--- config.mk ---
export PLATFORM = sky130hd
export DESIGN_NAME = rtpllj_fifo
export DESIGN_NICKNAME = d
export VERILOG_FILES = /design/src/rtl/rtpllj_pkg.sv /design/src/rtl/rtpllj_fifo.sv
export SDC_FILE = /design/constraint.sdc
export NUM_CORES = 1
export LEC_CHECK = 0
export BUFFER_PORTS_ARGS = -buffer_cell sky130_fd_sc_hd__buf_2
export CAP_MARGIN = 15
export CORE_ASPECT_RATIO = 0.7
export CORE_MARGIN = 2
export CORE_UTILIZATION = 45
export DETAILED_ROUTE_END_ITERATION = 10
export GPL_ROUTABILITY_DRIVEN = 0
export GPL_TIMING_DRIVEN = 1
export PLACE_DENSITY = 0.7
export SYNTH_ARGS = -nofsm -noshare
export SYNTH_HDL_FRONTEND = slang
export SYNTH_SLANG_ARGS = --single-unit
--- constraint.sdc ---
create_clock -name clk_i -period 12.32 [get_ports clk_i]
set_input_delay 0.616 -clock clk_i [delete_from_list [all_inputs] [get_ports clk_i]]
set_output_delay 0.616 -clock clk_i [all_outputs]
set_load 0.03 [all_outputs]
--- src/rtl/rtpllj_pkg.sv ---
// Shared types and constants of the RTP loss and jitter meter.
`default_nettype none
package rtpllj_pkg;

  localparam int unsigned SEQ_W      = 16;
  localparam int unsigned EXT_W      = 32;
  localparam int unsigned LOST_W     = 33;
  localparam int unsigned ARR_W      = 64;
  localparam int unsigned STS_W      = 32;
  localparam int unsigned OUT_W      = 48;
  localparam int unsigned RATE_W     = 20;
  localparam int unsigned WLEN_W     = 9;
  localparam int unsigned CFG_IDX_W  = 4;
  localparam int unsigned CFG_DATA_W = 20;
  localparam int unsigned NS_W       = 30;
  localparam int unsigned PROD_W     = STS_W + NS_W;

  localparam logic [RATE_W-1:0] RATE_RESET = 20'd48000;
  localparam logic [WLEN_W-1:0] WLEN_RESET = 9'd64;
  localparam logic [NS_W-1:0]   NS_PER_SEC = 30'd1000000000;

  // Register indexes of the configuration port
  localparam logic [CFG_IDX_W-1:0] CFG_SAMPLE_RATE = 4'd0;
  localparam logic [CFG_IDX_W-1:0] CFG_WINDOW_LEN  = 4'd1;

  // Work handed from the front to the back
  typedef struct packed {
    logic [SEQ_W-1:0]  ext_first;
    logic [EXT_W-1:0]  ext_last;
    logic [EXT_W-1:0]  expected;
    logic [LOST_W-1:0] lost;
    logic              jit;
    logic [ARR_W-1:0]  adelta;
    logic              neg;
    logic [STS_W-1:0]  mag;
  } job_t;

endpackage
`default_nettype wire

--- src/rtl/rtpllj_fifo.sv ---
// Two-entry queue of jobs between the front and the back.
`default_nettype none
module rtpllj_fifo (
  input  wire                 clk_i,
  input  wire                 rst_ni,
  input  wire                 push_i,
  input  rtpllj_pkg::job_t    data_i,
  output logic                full_o,
  input  wire                 pop_i,
  output logic                valid_o,
  output rtpllj_pkg::job_t    data_o
);

  rtpllj_pkg::job_t entry_q [2];
  logic       wr_ptr_q, rd_ptr_q;
  logic [1:0] count_q;

  assign full_o  = count_q == 2'd2;
  assign valid_o = count_q != 2'd0;
  assign data_o  = entry_q[rd_ptr_q];

  // Store pushed jobs
  always_ff @(posedge clk_i) begin
    if (push_i) begin
      entry_q[wr_ptr_q] <= data_i;
    end
  end

  // Advance pointers and count
  always_ff @(posedge clk_i or negedge rst_ni) begin
    if (!rst_ni) begin
      wr_ptr_q <= 1'b0;
      rd_ptr_q <= 1'b0;
      count_q  <= 2'd0;
    end else begin
      if (push_i) wr_ptr_q <= ~wr_ptr_q;
      if (pop_i)  rd_ptr_q <= ~rd_ptr_q;
      count_q <= count_q + {1'b0, push_i} - {1'b0, pop_i};
    end
  end

endmodule
`default_nettype wire

==> summary.txt, run 1 <==
status -> finished, final reports clean
Flop pwr share -> 39.1%
Post-synth EDFFs -> 422
Worst Setup End Kind -> output port
worst vdd ir -> 159 uV
number of synthesis warnings -> 0
synthesized area -> 16300 um2
post-cts sizing count -> 0
Seq/Total Area, Yosys -> 78.5%
Die Y -> 163 um
critical path class -> flip-flop to output port
Max Freq -> 0.271 GHz
Via density -> 4.80
Slew Viols, Final -> 0
most common cell in the netlist -> edfxtp_1
placed insts -> 1563
io pins -> 428
Setup TNS -> 0 ns
Chip Width -> 231 um
Clock power frac -> 24.6%
most instantiated cells after synthesis -> 422 x edfxtp_1, 180 x mux2_4, 31 x mux2_2
final count of negative-setup-slack endpoints -> 0
min Tclk post-route -> 3.69 ns
Power Density -> 258 nW/um2
DRC viols -> 0
CTS Sinks -> 426
total length of routed wires -> 32200 um
pin count of the biggest net entering global routing -> 109
RSZ-0062 raised after global routing -> false
share of the synthesized area in the top cell type -> 77.9%
Internal Power -> 0.00341 W
layout overhead on the synthesized area -> 23.9%
CP Max Fanout -> 55
Mean Syn Cell Area -> 24.2 um2
Cells after Synth -> 672
Largest stage delay, worst path -> 0.99 ns
GRT Resource Usage Total -> 16.5%
fraction of layout cells with a size suffix above 1 -> 61.3%
Vias -> 7902
CTS tree -> built
critical path required time -> 11.70 ns
Clock Latency Late Sink -> 0.54 ns
antenna violations before repair -> 11
switching part of the total -> 34.4%
area of the multi-input gates -> 3150 um2
Leak -> 8.08 nW
Slowest-stage cell, CP -> dfrtp_4
fin crit share -> 30.0%
vias in the first global route -> 8410
H-tree levels -> 2
syn_nets -> 889
# fillers -> 2756
Hold Fails Final Rpt -> 0
Routed Antenna Nets -> 0
leading area contributor after synthesis -> edfxtp_1
drt pass-1 iters -> 7
Buffers on Ports -> 427
number of buffers created by CTS -> 42
Starting DRT DRC Count -> 403
starting density of the core -> 45.5%
clock skew -> 0.00933 ns
Slew @ Worst Pin -> 1.04 ns
row cnt -> 58
worst path cell trace -> buf_4 -> mux2_4 -> buf_2
core area -> 35800 um2
max-cap check violation count -> 0
Comb power frac -> 36.4%
first-pass GRT wire length -> 47300 um
Net Switching -> 0.00179 W
synthesized flop and latch total -> 426
Clock transition at path regs -> 0.06 ns
Worst slew margin -> 30.8%
Avg WL per Cell -> 19.5 um
die area -> 37700 um2
crit path launch type -> flip-flop
clk root buf -> clkbuf_16
Async SR Flop Fraction -> 0.939%
# nets final -> 1345
class of the worst hold path -> primary input to flip-flop
Synth cell types -> 14
synth top area cells -> edfxtp_1 78%, mux2_4 17%, mux2_2 2.1%, buf_12 1.4%, buf_6 0.69%
register area -> 12800 um2
post-CTS setup buffer count -> 0
GRT Residual Overflow -> 0
Finished Layout Cells -> 1647
Most used DFF post-synth -> edfxtp_1
CTS Buffer Depth -> 3
critical path arrival -> 3.08 ns
post-detail-place hpwl -> 21400 um
## power by group through the flow
stage	registers, W	logic [W]	clock network, W
after CTS	0.00203	0.00191	0.00132
after global placement	0.00205	0.00191	0
final	0.00203	0.00189	0.00128
after global routing	0.00206	0.00198	0.00137
after detailed placement	0.00206	0.00191	0
after floorplan	0.00209	0.00155	0
## flip-flops by register name, summed over array words and instances (netlist names)
signal    count
wr_ptr_q      1
count_q       2
rd_ptr_q      1
entry_q     422
## cells by family (layout without fill, tap and decap cells)
family	Yosys count	after routing	share of synthesized area, %
buffers and inverters	26	515	2.18
XOR/XNOR	3	3	0.254
flip-flops	426	426	78.5
other	0	6	0
multiplexers	211	211	18.8
adder cells (fa/ha/maj)	2	2	0.154
AND/OR/NAND/NOR	4	4	0.154
## through the flow
stage                     area (um2)  power [W]  util (%)  setup WS (ns)  hold WS, ns
after floorplan                16300    0.00364         -           1.80        0.320
after global routing           20200    0.00541      56.3           8.48        0.234
after detailed placement       18700    0.00397      52.4           8.75        0.430
after global placement         18700    0.00395      52.4           8.77        0.427
after CTS                      20100    0.00526      56.3           8.58        0.225
final                          20200    0.00519      56.4           8.63        0.264
## path summary, 6_finish.rpt
kind / endpoint / cells after the start / start / slack, ns
setup / recovery: data_o[181] / 3 / rd_ptr_q$_DFFE_PN0P_ / 8.63
hold / removal: entry_q[0][156]$_DFFE_PP_ / 1 / data_i[156] / 0.26
setup reg to reg: entry_q[0][61]$_DFFE_PP_ / 3 / wr_ptr_q$_DFFE_PN0P_ / 9.19
hold reg to reg: wr_ptr_q$_DFFE_PN0P_ / 1 / wr_ptr_q$_DFFE_PN0P_ / 0.58
max in group asynchronous: rd_ptr_q$_DFFE_PN0P_ / 2 / rst_ni / 11.76
min in group asynchronous: wr_ptr_q$_DFFE_PN0P_ / 2 / rst_ni / 0.42
## repair_timing
action                                 CTS  global route
hold buffers                             1             0
setup endpoints to repair                0             0
endpoints found under the hold margin    4             0
## critical path, delay by kind of cell, from the launching register on
kind	cells	cell delay (ns)
buffers and inverters	2	1.09
multiplexers	1	0.36
flip-flops	1	0.99
## layer usage
| layer | vias to the layer above | track usage (%) | part of all wire (%) |
|---|---|---|---|
| met4 | 10 | 5.19 | 2.2 |
| met1 | 3934 | 19.1 | 39 |
| met5 | - | 0 | 0.20 |
| met3 | 63 | 7.05 | 9.4 |
| met2 | 286 | 27.7 | 49 |
| li1 | 3609 | - | - |
## final cells by class
cell class	count	area share (%)
flip-flops and latches	426	63.4
clock buffers	55	5.82
repair buffers	436	11.0
well taps	480	2.98
clock inverters	22	1.07
diodes	6	0.0745
inverters	2	0.0372
multi-input cells	220	15.6
## layout by cell type, fill, tap and decap left out, types with 2 or more instances in the layout
master	netlist	routed
bufinv_16	0	4
clkbuf_1	0	9
clkinvlp_4	0	2
clkinv_4	0	2
clkinv_1	0	6
edfxtp_1	422	422
mux2_4	180	180
buf_2	3	427
ha_1	2	2
clkbuf_16	0	45
mux2_2	31	31
clkinv_2	0	8
dfrtp_1	4	3
xor2_1	2	2
buf_4	0	7
inv_1	2	2
diode_2	0	6
Power figures use the tool's default switching activity.
==> run 2, diff against run 1 <==
--- a/config.mk
+++ b/config.mk
@@ -5,6 +5,7 @@
 export SDC_FILE = /design/constraint.sdc
 export NUM_CORES = 1
 export LEC_CHECK = 0
+export ABC_AREA = 1
 export BUFFER_PORTS_ARGS = -buffer_cell sky130_fd_sc_hd__buf_2
 export CAP_MARGIN = 15
 export CORE_ASPECT_RATIO = 0.7
==> constraint.sdc (replaced) <==
create_clock -name clk_i -period 3.4 [get_ports clk_i]
set_input_delay 0.17 -clock clk_i [delete_from_list [all_inputs] [get_ports clk_i]]
set_output_delay 0.17 -clock clk_i [all_outputs]
set_load 0.03 [all_outputs]
==> summary.txt, run 2 <==
status -> finished, final reports clean
Seq/Total Area, Yosys -> 80.0%
post-detail-place hpwl -> 22100 um
Worst Setup End Kind -> output port
most common cell after layout, fill and taps aside -> buf_2
hold_sp -> data_i[39]
CP Max Fanout -> 119
Clock Latency Late Sink -> 0.53 ns
Starting DRT DRC Count -> 741
vias in the first global route -> 10738
synthesized area -> 16000 um2
pin count of the biggest net entering global routing -> 120
row cnt -> 57
DRC viols -> 0
critical path required time -> 3.23 ns
final count of negative-setup-slack endpoints -> 0
max-cap check violation count -> 0
Slowest-stage cell, CP -> dfrtp_4
worst setup margin -> 0.919 ns
Mean Syn Cell Area -> 14.2 um2
first-pass GRT wire length -> 57600 um
Largest stage delay, worst path -> 0.76 ns
drt pass-1 iters -> 5
die area -> 37000 um2
Cells after Synth -> 1127
H-tree levels -> 2
worst reg-to-reg path cell count -> 4
layout overhead on the synthesized area -> 36.4%
most instantiated cells after synthesis -> 422 x edfxtp_1, 218 x inv_1, 218 x nand2_1
worst vdd ir -> 595 uV
# fillers -> 2513
Avg WL per Cell -> 16.6 um
number of synthesis warnings -> 0
Slew @ Worst Pin -> 0.893 ns
clock skew -> 0.00863 ns
io pins -> 428
share of the synthesized area in the top cell type -> 79.4%
Leak -> 9.25 nW
Slew Viols, Final -> 0
most frequent cells in the layout -> 427 x buf_2, 422 x edfxtp_1, 217 x inv_1, 217 x nand2_1, 215 x dlygate4sd3_1
CTS Sinks -> 426
number of buffers created by CTS -> 41
Max Freq -> 0.403 GHz
total length of routed wires -> 37700 um
GRT Resource Usage Total -> 20.0%
most common cell in the netlist -> edfxtp_1
syn_nets -> 1344
RSZ-0062 raised after global routing -> false
Routed Antenna Nets -> 0
GRT Residual Overflow -> 0
Via density -> 4.67
Clock transition at path regs -> 0.06 ns
Top reg by flops -> entry_q
reg2reg end -> entry_q[1][68]$_DFFE_PP_
Worst slew margin -> 40.4%
CTS tree -> built
WHS -> 0.363 ns
antenna violations before repair -> 2
max reg flops -> 422
WHS Path Cells -> 2
worst r2r src -> wr_ptr_q$_DFFE_PN0P_
starting density of the core -> 45.9%
clk root buf -> clkbuf_16
Power Density -> 854 nW/um2
# nets final -> 1996
Setup TNS -> 0 ns
CTS Buffer Depth -> 3
critical path arrival -> 2.31 ns
synth top area cells -> edfxtp_1 79%, inv_1 5.1%, nand2_1 5.1%, o21ai_1 3.8%, o21ai_0 2.9%
leading area contributor after synthesis -> edfxtp_1
post-CTS setup buffer count -> 0
synthesized flop and latch total -> 426
Hold EP -> entry_q[1][39]$_DFFE_PP_
core area -> 34800 um2
Async SR Flop Fraction -> 0.939%
GRT busiest layer -> met2
met3 global-route usage -> 5.83%
class of the worst hold path -> primary input to flip-flop
register area -> 12800 um2
reg2reg setup slack -> 1.19 ns
fin crit share -> 73.0%
Chip Width -> 229 um
Most used DFF post-synth -> edfxtp_1
GRT met2 Usage -> 34.3%
Place WS -> 1.17 ns
area of the multi-input gates -> 1940 um2
Die Y -> 162 um
critical path class -> flip-flop to output port
crit path launch type -> flip-flop
biggest regs -> entry_q (422), count_q (2)
Hold Fails Final Rpt -> 0
min Tclk post-route -> 2.48 ns
Buffers on Ports -> 427
Post-synth EDFFs -> 422
Synth cell types -> 14
fraction of layout cells with a size suffix above 1 -> 27.5%
worst path cell trace -> buf_12 -> nand2_1 -> o21ai_1 -> buf_2
met1 Use GR -> 24.1%
Vias -> 10626
run 2: cell types whose count changed after synthesis, sizes merged:
cell,previous run,this run
and2,1,0
inv,2,218
nor2b,2,0
or2,1,0
clkbuf,0,5
nand2,0,218
nor2,0,2
o21ai,0,211
nand3,0,1
mux2,211,0
buf,24,42
xor3,1,0
run 2: worst max-delay path: cells and delay by family, from the launching register on:
kind / cells / cell delay, ns
AND/OR/NAND/NOR: 1 / 0.12
AO/OA/AOI/OAI: 1 / 0.14
flip-flops: 1 / 0.76
buffers and inverters: 2 / 0.66
run 2: worst max-delay path by stage:
stage / start / endpoint / slack, ns / cells after the start
after floorplan: wr_ptr_q$_DFFE_PN0P_ / entry_q[1][0]$_DFFE_PP_ / -0.63 / 2
after global placement: wr_ptr_q$_DFFE_PN0P_ / entry_q[1][66]$_DFFE_PP_ / 1.17 / 4
after detailed placement: wr_ptr_q$_DFFE_PN0P_ / entry_q[1][66]$_DFFE_PP_ / 1.17 / 4
after CTS: rd_ptr_q$_DFFE_PN0P_ / data_o[138] / 0.89 / 4
after global routing: rd_ptr_q$_DFFE_PN0P_ / data_o[86] / 0.76 / 4
final: rd_ptr_q$_DFFE_PN0P_ / data_o[91] / 0.92 / 4
run 2: metrics by stage:
stage | total power (W) | util, % | std cells | cell area, um2
after detailed placement | 0.0143 | 53.0 | 1993 | 18400
after floorplan | 0.0125 | - | 1127 | 16000
final | 0.0186 | 62.6 | 2276 | 21800
after CTS | 0.0187 | 62.6 | 2274 | 21800
after global routing | 0.0195 | 62.6 | 2275 | 21800
after global placement | 0.0142 | 53.0 | 1993 | 18400
run 2: logic make-up after synthesis:
group	count (synthesis)	share of synthesized area (%)
flops	426	80.0
fa+ha+maj	2	0.157
xor+xnor	2	0.110
buf+inv	265	7.91
simple gates	221	5.20
compound gates	211	6.61
run 2: layout make-up:
| class | count | share of cell area, % |
|---|---|---|
| Timing Repair Buffer | 656 | 20.5 |
| Multi-Input combinational cell | 436 | 8.90 |
| Clock buffer | 55 | 5.04 |
| Tap cell | 472 | 2.71 |
| Clock inverter | 11 | 0.431 |
| Sequential cell | 426 | 58.7 |
| Antenna cell | 2 | 0.0230 |
| Inverter | 218 | 3.77 |
run 2: what timing repair did:
action | 4_1_cts | 5_1_grt
hold endpoints to repair | 429 | 0
hold buffers | 215 | 0
gates resized for setup | 0 | 0
run 2: power by group:
group / total [W] / internal (W) / switching, W
Clock: 0.00418 / 0.00234 / 0.00184
Combinational: 0.00715 / 0.00180 / 0.00535
Sequential: 0.00729 / 0.00697 / 0.000316
Total: 0.0186 / 0.0111 / 0.00751
run 2: routing by layer:
layer | wire, um | up-vias
li1 | - | 5109
met1 | 14700 | 5037
met2 | 18700 | 393
met3 | 3070 | 85
met4 | 1300 | 2
met5 | 11 | -
