**config.mk**
```make
export PLATFORM = sky130hd
export DESIGN_NAME = rtpllj_front
export DESIGN_NICKNAME = d
export VERILOG_FILES = /design/src/rtl/rtpllj_pkg.sv /design/src/rtl/rtpllj_front.sv
export SDC_FILE = /design/constraint.sdc
export NUM_CORES = 1
export LEC_CHECK = 0
export BUFFER_PORTS_ARGS = -buffer_cell sky130_fd_sc_hd__buf_2
export CORE_UTILIZATION = 50
export CTS_CLUSTER_DIAMETER = 200
export CTS_CLUSTER_SIZE = 10
export DETAILED_ROUTE_END_ITERATION = 10
export GPL_TIMING_DRIVEN = 0
export PLACE_DENSITY = 0.75
export SYNTH_ARGS = -nofsm -noshare
export SYNTH_HDL_FRONTEND = slang
export SYNTH_SLANG_ARGS = --single-unit
```
**constraint.sdc**
```tcl
create_clock -name clk_i -period 8.1 [get_ports clk_i]
set_input_delay 0 -clock clk_i [delete_from_list [all_inputs] [get_ports clk_i]]
set_output_delay 0 -clock clk_i [all_outputs]
set_load 0.01 [all_outputs]
```
**src/rtl/rtpllj_pkg.sv**
```systemverilog
// Shared types and constants of the RTP loss and jitter meter.
`default_nettype none
package rtpllj_pkg;

  localparam int unsigned SEQ_W      = 16;
  localparam int unsigned EXT_W      = 32;
  localparam int unsigned LOST_W     = 33;
  localparam int unsigned ARR_W      = 64;
  localparam int unsigned STS_W      = 32;
  localparam int unsigned OUT_W      = 48;
  localparam int unsigned RATE_W     = 20;
  localparam int unsigned WLEN_W     = 9;
  localparam int unsigned CFG_IDX_W  = 4;
  localparam int unsigned CFG_DATA_W = 20;
  localparam int unsigned NS_W       = 30;
  localparam int unsigned PROD_W     = STS_W + NS_W;

  localparam logic [RATE_W-1:0] RATE_RESET = 20'd48000;
  localparam logic [WLEN_W-1:0] WLEN_RESET = 9'd64;
  localparam logic [NS_W-1:0]   NS_PER_SEC = 30'd1000000000;

  // Register indexes of the configuration port
  localparam logic [CFG_IDX_W-1:0] CFG_SAMPLE_RATE = 4'd0;
  localparam logic [CFG_IDX_W-1:0] CFG_WINDOW_LEN  = 4'd1;

  // Work handed from the front to the back
  typedef struct packed {
    logic [SEQ_W-1:0]  ext_first;
    logic [EXT_W-1:0]  ext_last;
    logic [EXT_W-1:0]  expected;
    logic [LOST_W-1:0] lost;
    logic              jit;
    logic [ARR_W-1:0]  adelta;
    logic              neg;
    logic [STS_W-1:0]  mag;
  } job_t;

endpackage
`default_nettype wire

```
**src/rtl/rtpllj_front.sv**
```systemverilog
// Front: accepts packets, tracks sequence numbers and prepares timestamp deltas.
`default_nettype none
module rtpllj_front (
  input  wire                                   clk_i,
  input  wire                                   rst_ni,
  input  wire                                   in_valid_i,
  output logic                                  in_ready_o,
  input  wire  [rtpllj_pkg::SEQ_W-1:0]          seq_number_i,
  input  wire                                   restored_i,
  input  wire  signed [rtpllj_pkg::ARR_W-1:0]   arrival_ns_i,
  input  wire  [rtpllj_pkg::STS_W-1:0]          stream_ts_i,
  input  wire                                   fifo_full_i,
  output logic                                  push_o,
  output rtpllj_pkg::job_t                      job_o
);

  logic                          first_flag_q;
  logic [rtpllj_pkg::SEQ_W-1:0]  first_seq_q, first_seq_d;
  logic [rtpllj_pkg::SEQ_W-1:0]  wrap_q, wrap_d;
  logic [rtpllj_pkg::SEQ_W-1:0]  last_q, last_d;
  logic [rtpllj_pkg::EXT_W-1:0]  proc_q, proc_d;
  logic [rtpllj_pkg::ARR_W-1:0]  prev_arr_q;
  logic [rtpllj_pkg::STS_W-1:0]  prev_sts_q;
  logic [rtpllj_pkg::SEQ_W-1:0]  d_first, d_last;
  logic [rtpllj_pkg::STS_W-1:0]  ds;
  logic [rtpllj_pkg::EXT_W-1:0]  ext_last, expected;
  logic                          adv, accept;

  assign in_ready_o = !fifo_full_i;
  assign accept     = in_valid_i && in_ready_o;
  assign push_o     = accept;

  // Classify the sequence number and build the job
  always_comb begin
    d_first     = seq_number_i - first_seq_q;
    d_last      = seq_number_i - last_q;
    first_seq_d = ((first_flag_q || d_first[rtpllj_pkg::SEQ_W-1]) && wrap_q == '0)
                  ? seq_number_i : first_seq_q;
    adv         = !first_flag_q && !d_last[rtpllj_pkg::SEQ_W-1] && d_last != '0;
    if (first_flag_q) begin
      wrap_d = '0;
    end else if (adv && seq_number_i < last_q) begin
      wrap_d = wrap_q + 1'b1;
    end else begin
      wrap_d = wrap_q;
    end
    last_d   = (first_flag_q || adv) ? seq_number_i : last_q;
    proc_d   = proc_q + 1'b1;
    ext_last = {wrap_d, last_d};
    expected = ext_last - {16'd0, first_seq_d} + 1'b1;
    ds       = stream_ts_i - prev_sts_q;

    job_o.ext_first = first_seq_d;
    job_o.ext_last  = ext_last;
    job_o.expected  = expected;
    job_o.lost      = {1'b0, expected} - {1'b0, proc_d};
    job_o.jit       = !first_flag_q && !restored_i;
    job_o.adelta    = arrival_ns_i - prev_arr_q;
    job_o.neg       = ds[rtpllj_pkg::STS_W-1];
    job_o.mag       = ds[rtpllj_pkg::STS_W-1] ? (~ds + 1'b1) : ds;
  end

  // Update tracking state on each transaction
  always_ff @(posedge clk_i or negedge rst_ni) begin
    if (!rst_ni) begin
      first_flag_q <= 1'b1;
      first_seq_q  <= '0;
      wrap_q       <= '0;
      last_q       <= '0;
      proc_q       <= '0;
      prev_arr_q   <= '1;
      prev_sts_q   <= '0;
    end else if (accept) begin
      first_flag_q <= 1'b0;
      first_seq_q  <= first_seq_d;
      wrap_q       <= wrap_d;
      last_q       <= last_d;
      proc_q       <= proc_d;
      if (!restored_i) begin
        prev_arr_q <= arrival_ns_i;
        prev_sts_q <= stream_ts_i;
      end
    end
  end

endmodule
`default_nettype wire

```
==> impl_results.md, run 1 <==
* Cell Area, Placed at around 0.021 sq mm
* Crit Reg-Reg Endpoint: wrap_q[10]
* Die Wd at just under 200 um
* Mapped Area at 0.0188 sq mm
* Ys flop type: dfrtp_1
* Worst Tran Pin Value at 1.16 ns
* Net count, final at 3241
* Number of vias per cell at 5.88
* Async set-reset flop share out of synthesis at 100%
* Router iterations before antenna repair at 6
* Crit-path max cell delay at 0.39 ns
* EDFF count, synth at 0
* FF-to-FF path depth at 16
* Cell Rows at 70
* Finished Cell Area at 0.0240 sq mm
* Placed cells at 3201
* Grt met1 use at 39.6%
* Critical path required time at 8.10 ns
* CTS buffer count at 17
* Fraction of layout cells with a size suffix above 1 at about 22%
* Max-cap violations at 0
* RePlAce Congestion at 0.952
* I/O pin count at 330
* Max Freq at 123 MHz
* Register area share after synthesis at 24.0%
* CTS root buffer: clkbuf_16
* Layout Cells excl Fill at 3394
* CP Max Fanout at 5
* Largest family of logic cells by synthesized area: compound AO/OA/AOI/OAI gates
* Simple-Gate Fraction of Synth Area at between 15 and 20%
* Clk slew on worst S/H paths at 0.07 ns
* Syn nets at about 2700
* Min-Delay Path Class: primary input to asynchronous set/reset pin
* TritonCTS clock tree: yes
* Via count at 20000
* GR Layer Usage met2 at 53.9%
* Routed WL at 61.4 mm
* Initial antenna violation count at 0
* Clk sinks at 177
* Setup ws final at -0.0191 ns
* XOR/XNOR share of the synthesized area at a little under an eighth
* Die height at 196 um
* Layout area overhead at 27.7%
* Setup Crit Path Kind: flip-flop to output pin
* Crit path to: job_o[128]
* Worst Path Arrival at 8.12 ns
* Adder-cell share of the synthesized area at 14.3%
* Slew Viols, Final at 0
* Setup TNS at -0.0219 ns
* Clk_skew at 0.00977 ns
* Final Hold Violating Endpoints at 0
* Yosys cell types at 74
* Diode count at 0
* Period minus WS final at a little over 8 ns
* Seq cells post-synth at 177
* H-tree Lvls at 4
* Vias in the first global route at 19300
* M3 GR Usage at a little under 4%
* Busiest grt layer: met2
* Syn. warnings at 0
* CORE AREA at 0.0368 sq mm
* RSZ-0062 raised after global routing: yes
* Post-Synthesis Cells at 2403
* Slowest library cell on the worst path: a221o_1
* Post-detail-place hpwl at 44.9 mm
* Worst R2R Start: last_q[7]
* Initial drt markers at 1524
* Syn avg cell area at 7.82 sq um
* Final ANT Viol Nets at 0
* # setup viols final at 2
* Largest net degree at the start of global routing at 92
* Die Footprint at 0.0384 sq mm
* Worst reg2reg setup slack at 3.98 ns
* Clock Latency Late Sink at 0.46 ns
* Crit start category: flip-flop
* First-pass GRT wire length at 97.1 mm
* Port Buffer Count at between 300 and 400
* DRC Markers at 0
* Status: finished, violations left
* Synth Area in Compound Gates at 23.7%
* Fin crit share at 100%
* Initial core utilization at 51.1%
* Worst slew margin at between 20% and 30%
* Mux contribution to synthesized area at 2.43%
* Global Route Usage Sum at 31.1%
* Post-DR wirelength/cell at around 18 um
* Total grt overflow at 0
* Critical Path Sink Type: output pin
* Failing checks: negative setup slack
* CTS max path bufs at 2
* Setup crit start: last_q[3]
## layer usage
metal  wire length [um]  vias up
met2              29200      852
met1              25700     9469
li1                   -     9477
met3               4240      157
met4               2210        0
met5                  0        -
## per-stage QoR
step                      util, %  hold slack (ns)  worst slack, ns
final                        65.2            0.198          -0.0191
after floorplan                 -           -0.296            0.108
after CTS                    63.9            0.159           -0.133
after global placement       57.1            0.222            -1.75
after global routing         65.2            0.217           -0.200
after detailed placement     57.2            0.103            -1.88
## logic make-up after synthesis
kind of cell | after synthesis
muxes | 43
xor gates and xnor gates | 250
DFF | 177
and+or+nand+nor | 710
buffers and inverters | 301
adders and majority gates | 211
AOI/OAI and AO/OA | 711
## worst min-delay path by stage
stage                    start             end  slack, ns  depth (start not counted)
3_3_place_gp   stream_ts_i[26]  prev_sts_q[26]       0.22                          3
6_report                rst_ni      proc_q[25]       0.20                          2
3_5_place_dp            rst_ni      proc_q[26]       0.10                          1
4_1_cts             in_valid_i       wrap_q[2]       0.16                          5
5_1_grt             in_valid_i       wrap_q[2]       0.22                          5
2_1_floorplan           rst_ni  first_seq_q[0]      -0.30                          0
## cells in the final DEF, fill, tap and decap left out, types with 27 or more instances in the layout
cell and count:
a31oi_1 30, xor2_1 90, xnor2_1 153, dlygate4sd3_1 113
dfrtp_1 112, nand3_1 77, ha_1 173, nor2_1 146
a21oi_1 151, a21o_1 98, buf_2 329, buf_4 60
nand2_1 252, inv_1 201, dfstp_2 65, nor2b_1 27
clkbuf_1 78, and3_1 34, o21ai_0 214
## critical path: cells and delay by family, from the launching register on
kind	cells	cell delay, ns
flops	1	0.38
compound gates	16	3.88
mux	1	0.33
fa+ha+maj	4	0.95
xor+xnor	2	0.26
simple gates	7	1.27
buf+inv	4	0.56
## repair_timing
item / 4_1_cts / 5_1_grt
hold buffers: 113 / 0
buffers inserted: 40 / 17
cloned: 1 / 0
resized for setup: 89 / 77
pin swaps: 44 / 48
setup endpoints to repair: 34 / 16
endpoints found under the hold margin: 171 / 0
## sequential cells by signal, summed over array words and instances (netlist names)
| register | count |
|---|---|
| prev_arr_q | 64 |
| prev_sts_q | 32 |
| proc_q | 32 |
| first_seq_q | 16 |
| last_q | 16 |
| wrap_q | 16 |
| first_flag_q | 1 |
## cell type report
cell class,count,area (sq um)
clock buffers,27,578
clock inverters,5,32.5
well taps,468,586
inverters,205,769
multi-input cells,1925,13900
flip-flops and latches,177,4510
repair buffers,501,3260
plain buffers,86,352
fillers,3104,12800
## cells in the mapped netlist (7+ instances only)
cell         n  area, sq um
a2111oi_0   11         96.3
a211oi_1    16          120
a21o_1      98          736
a21oi_1    164          821
a31oi_1     31          194
a41oi_1      8         70.1
and2_1      15         93.8
and3_1      34          213
buf_1        7         26.3
clkbuf_1    88          330
dfrtp_1    112         2800
dfstp_2     65         1710
ha_1       206         2580
inv_1      204          766
mux2_2      21          236
mux2i_1     22          220
nand2_1    254          953
nand2b_1    19          119
nand3_1     80          400
nand4_1     26          163
nor2_1     152          571
nor2b_1     29          181
nor3_1      27          135
nor4_1      15         93.8
o211ai_1    11         82.6
o21a_1      23          173
o21ai_0    222         1110
o21bai_1    24          180
o31ai_1     25          188
o41ai_1      8         70.1
or2_2       25          156
xnor2_1    158         1380
xor2_1      92          806
Power of run 1 is left out: the tool's default activity adds up to more than one toggle a clock period on the data nets, which glitch-free logic cannot reach.
==> run 2, diff against run 1 <==
--- a/config.mk
+++ b/config.mk
@@ -6,12 +6,14 @@
 export NUM_CORES = 1
 export LEC_CHECK = 0
 export BUFFER_PORTS_ARGS = -buffer_cell sky130_fd_sc_hd__buf_2
-export CORE_UTILIZATION = 50
+export CELL_PAD_IN_SITES_DETAIL_PLACEMENT = 0
+export CELL_PAD_IN_SITES_GLOBAL_PLACEMENT = 2
+export CORE_UTILIZATION = 30
 export CTS_CLUSTER_DIAMETER = 200
 export CTS_CLUSTER_SIZE = 10
 export DETAILED_ROUTE_END_ITERATION = 10
 export GPL_TIMING_DRIVEN = 0
-export PLACE_DENSITY = 0.75
+export PLACE_DENSITY_LB_ADDON = 0.1
 export SYNTH_ARGS = -nofsm -noshare
 export SYNTH_HDL_FRONTEND = slang
 export SYNTH_SLANG_ARGS = --single-unit
==> constraint.sdc (replaced) <==
create_clock -name clk_i -period 8.1 [get_ports clk_i]
set_input_delay 0.81 -clock clk_i [delete_from_list [all_inputs] [get_ports clk_i]]
set_output_delay 0.81 -clock clk_i [all_outputs]
set_load 0.01 [all_outputs]
==> impl_results.md, run 2 (same netlist as run 1, synthesis figures left out) <==
* Status: finished, violations left
* Failing checks: negative setup slack
* Min-Delay Path Class: primary input to asynchronous set/reset pin
* RePlAce Congestion at 0.851 (-11%)
* Fin crit share at 109% (+8.6 points)
* Place WS at -2.14 ns (-0.265 ns)
* Worst slew margin at 13.2% (-9.5 points)
* Die height at 252 um (+29%)
* Period minus WS final at 8.81 ns (+0.694 ns)
* Clock Latency Late Sink at 0.50 ns (+0.04 ns)
* CTS buffer count at 17 (unchanged)
* TritonCTS clock tree: yes
* Setup ws final at -0.713 ns (-0.694 ns)
* Total grt overflow at 0 (unchanged)
* Post-detail-place hpwl at 53.5 mm (+19%)
* CORE AREA at 0.0618 sq mm (+68%)
* Port Buffer Count at 329 (unchanged)
* Critical Path Sink Type: output pin
* Regs by FF count: prev_arr_q: 64 flops, prev_sts_q: 32 flops, proc_q: 32 flops
* Final Hold Violating Endpoints at 0 (unchanged)
* Die Wd at 252 um (+29%)
* Largest register by flop count: prev_arr_q
* Via count at 18500 (-7.1%)
* Crit-path max cell delay at 0.45 ns (+0.06 ns)
* Worst Tran Pin Value at 1.30 ns (+0.146 ns)
* Net count, final at 3128 (-3.5%)
* Max Freq at 113 MHz (-7.9%)
* Slew Viols, Final at 0 (unchanged)
* Clk slew on worst S/H paths at 0.08 ns (about the same)
* Fin Hold WS at 0.184 ns (-0.0136 ns)
* Setup Crit Path Kind: primary input to output pin
* Layout area overhead at 26.0%
* CTS root buffer: clkbuf_16
* Slowest library cell on the worst path: a221o_2
* Clk sinks at 177 (unchanged)
* Most common cell after layout, fill and taps aside: buf_2
* Initial drt markers at 849 (-44%)
* Router iterations before antenna repair at 5 (-1)
* Crit start category: primary input
* Global Route Usage Sum at 21.1% (-10 points)
* Max reg flops at 64 (unchanged)
* Post-DR wirelength/cell at 18.5 um (+2.4%)
* DRC Markers at 0 (unchanged)
* Critical path required time at 7.29 ns (-0.81 ns)
* Setup TNS at -6.19 ns (-6.17 ns)
* Largest net degree at the start of global routing at 74 (-20%)
* H-tree Lvls at 4 (unchanged)
* Die Footprint at 0.0636 sq mm (+66%)
* CTS max path bufs at 2 (unchanged)
* Initial antenna violation count at 8 (+8)
* Clk_skew at 0.0147 ns (+0.00497 ns)
* Routed WL at 67.7 mm (+10%)
* Max-cap violations at 0 (unchanged)
* Worst Path Arrival at 8.00 ns (-0.12 ns)
* Number of vias per cell at 5.08 (-14%)
* Fraction of layout cells with a size suffix above 1 at 24.3% (+2.1 points)
* # setup viols final at 14 (+12)
* First-pass GRT wire length at 104 mm (+7.1%)
* CP Max Fanout at 5 (unchanged)
* Cell Rows at 91 (+30%)
* Hold_buf cts at 0 (-100%)
* Commonest non-fill, non-tap cells in the layout: 318 x buf_2, 252 x nand2_1, 215 x o21ai_0
* Final ANT Viol Nets at 0 (unchanged)
* RSZ-0062 raised after global routing: yes
* I/O pin count at 330 (unchanged)
* Initial core utilization at 30.4% (-21 points)
* Final Core Density at 38.3% (-27 points)
* Vias in the first global route at 18100 (-6.5%)
-- run 2: cell count changes in the layout (fill, tap and decap cells not counted), sizes merged --
cell and change:
buf -3, dlygate4sd3 -113, bufinv +1, inv +6, diode +3, clkbuf -7, clkinv +4, clkinvlp -1
-- run 2: area by class of cell --
class                           count  area, sq um
Clock buffer                       17          425
Multi-Input combinational cell   1925        14200
Clock inverter                     15          148
Inverter                          205          785
Antenna cell                        3         7.51
Timing Repair Buffer              388         2210
Sequential cell                   177         4510
Tap cell                          837         1050
Fill cell                        6609        38100
Buffer                             86          358
-- run 2: final timing paths --
path	from	slack [ns]	cells past startpoint	to
setup / recovery	seq_number_i[3]	-0.71	34	job_o[128]
hold / removal	rst_ni	0.18	1	prev_sts_q[31]
setup reg to reg	last_q[4]	3.92	16	wrap_q[13]
hold reg to reg	proc_q[31]	0.49	1	proc_q[31]
max in group asynchronous	rst_ni	7.12	2	prev_arr_q[52]
min in group clk_i	proc_q[31]	0.49	1	proc_q[31]
-- run 2: worst max-delay path: cells and delay by family --
family	cells	cell delay (ns)
simple gates	7	1.24
xor+xnor	2	0.18
fa+ha+maj	4	1.03
buf+inv	4	0.68
mux	1	0.34
compound gates	16	3.71
-- run 2: metal layers --
layer  wire (um)  track usage (%)  vias to the layer above
met3        3280             4.34                       48
met5          80                0                        -
met4         870             5.11                       12
met2       31000             34.2                      342
met1       32400             28.4                     8852
li1            -                -                     9287
-- run 2: repair_timing --
action                     4_1_cts  5_1_grt
pin swaps                       56       34
cloned                           1        0
setup endpoints to repair       35       25
gates resized for setup        110       70
buffers inserted                42       15
-- run 2: metrics by stage --
step	area [sq um]	instances
floorplan	19000	2403
global placement	21700	3569
detailed placement	21800	3571
CTS	23200	3637
global route	23700	3651
finish	23700	3653
Power of run 2 is left out for the same reason.
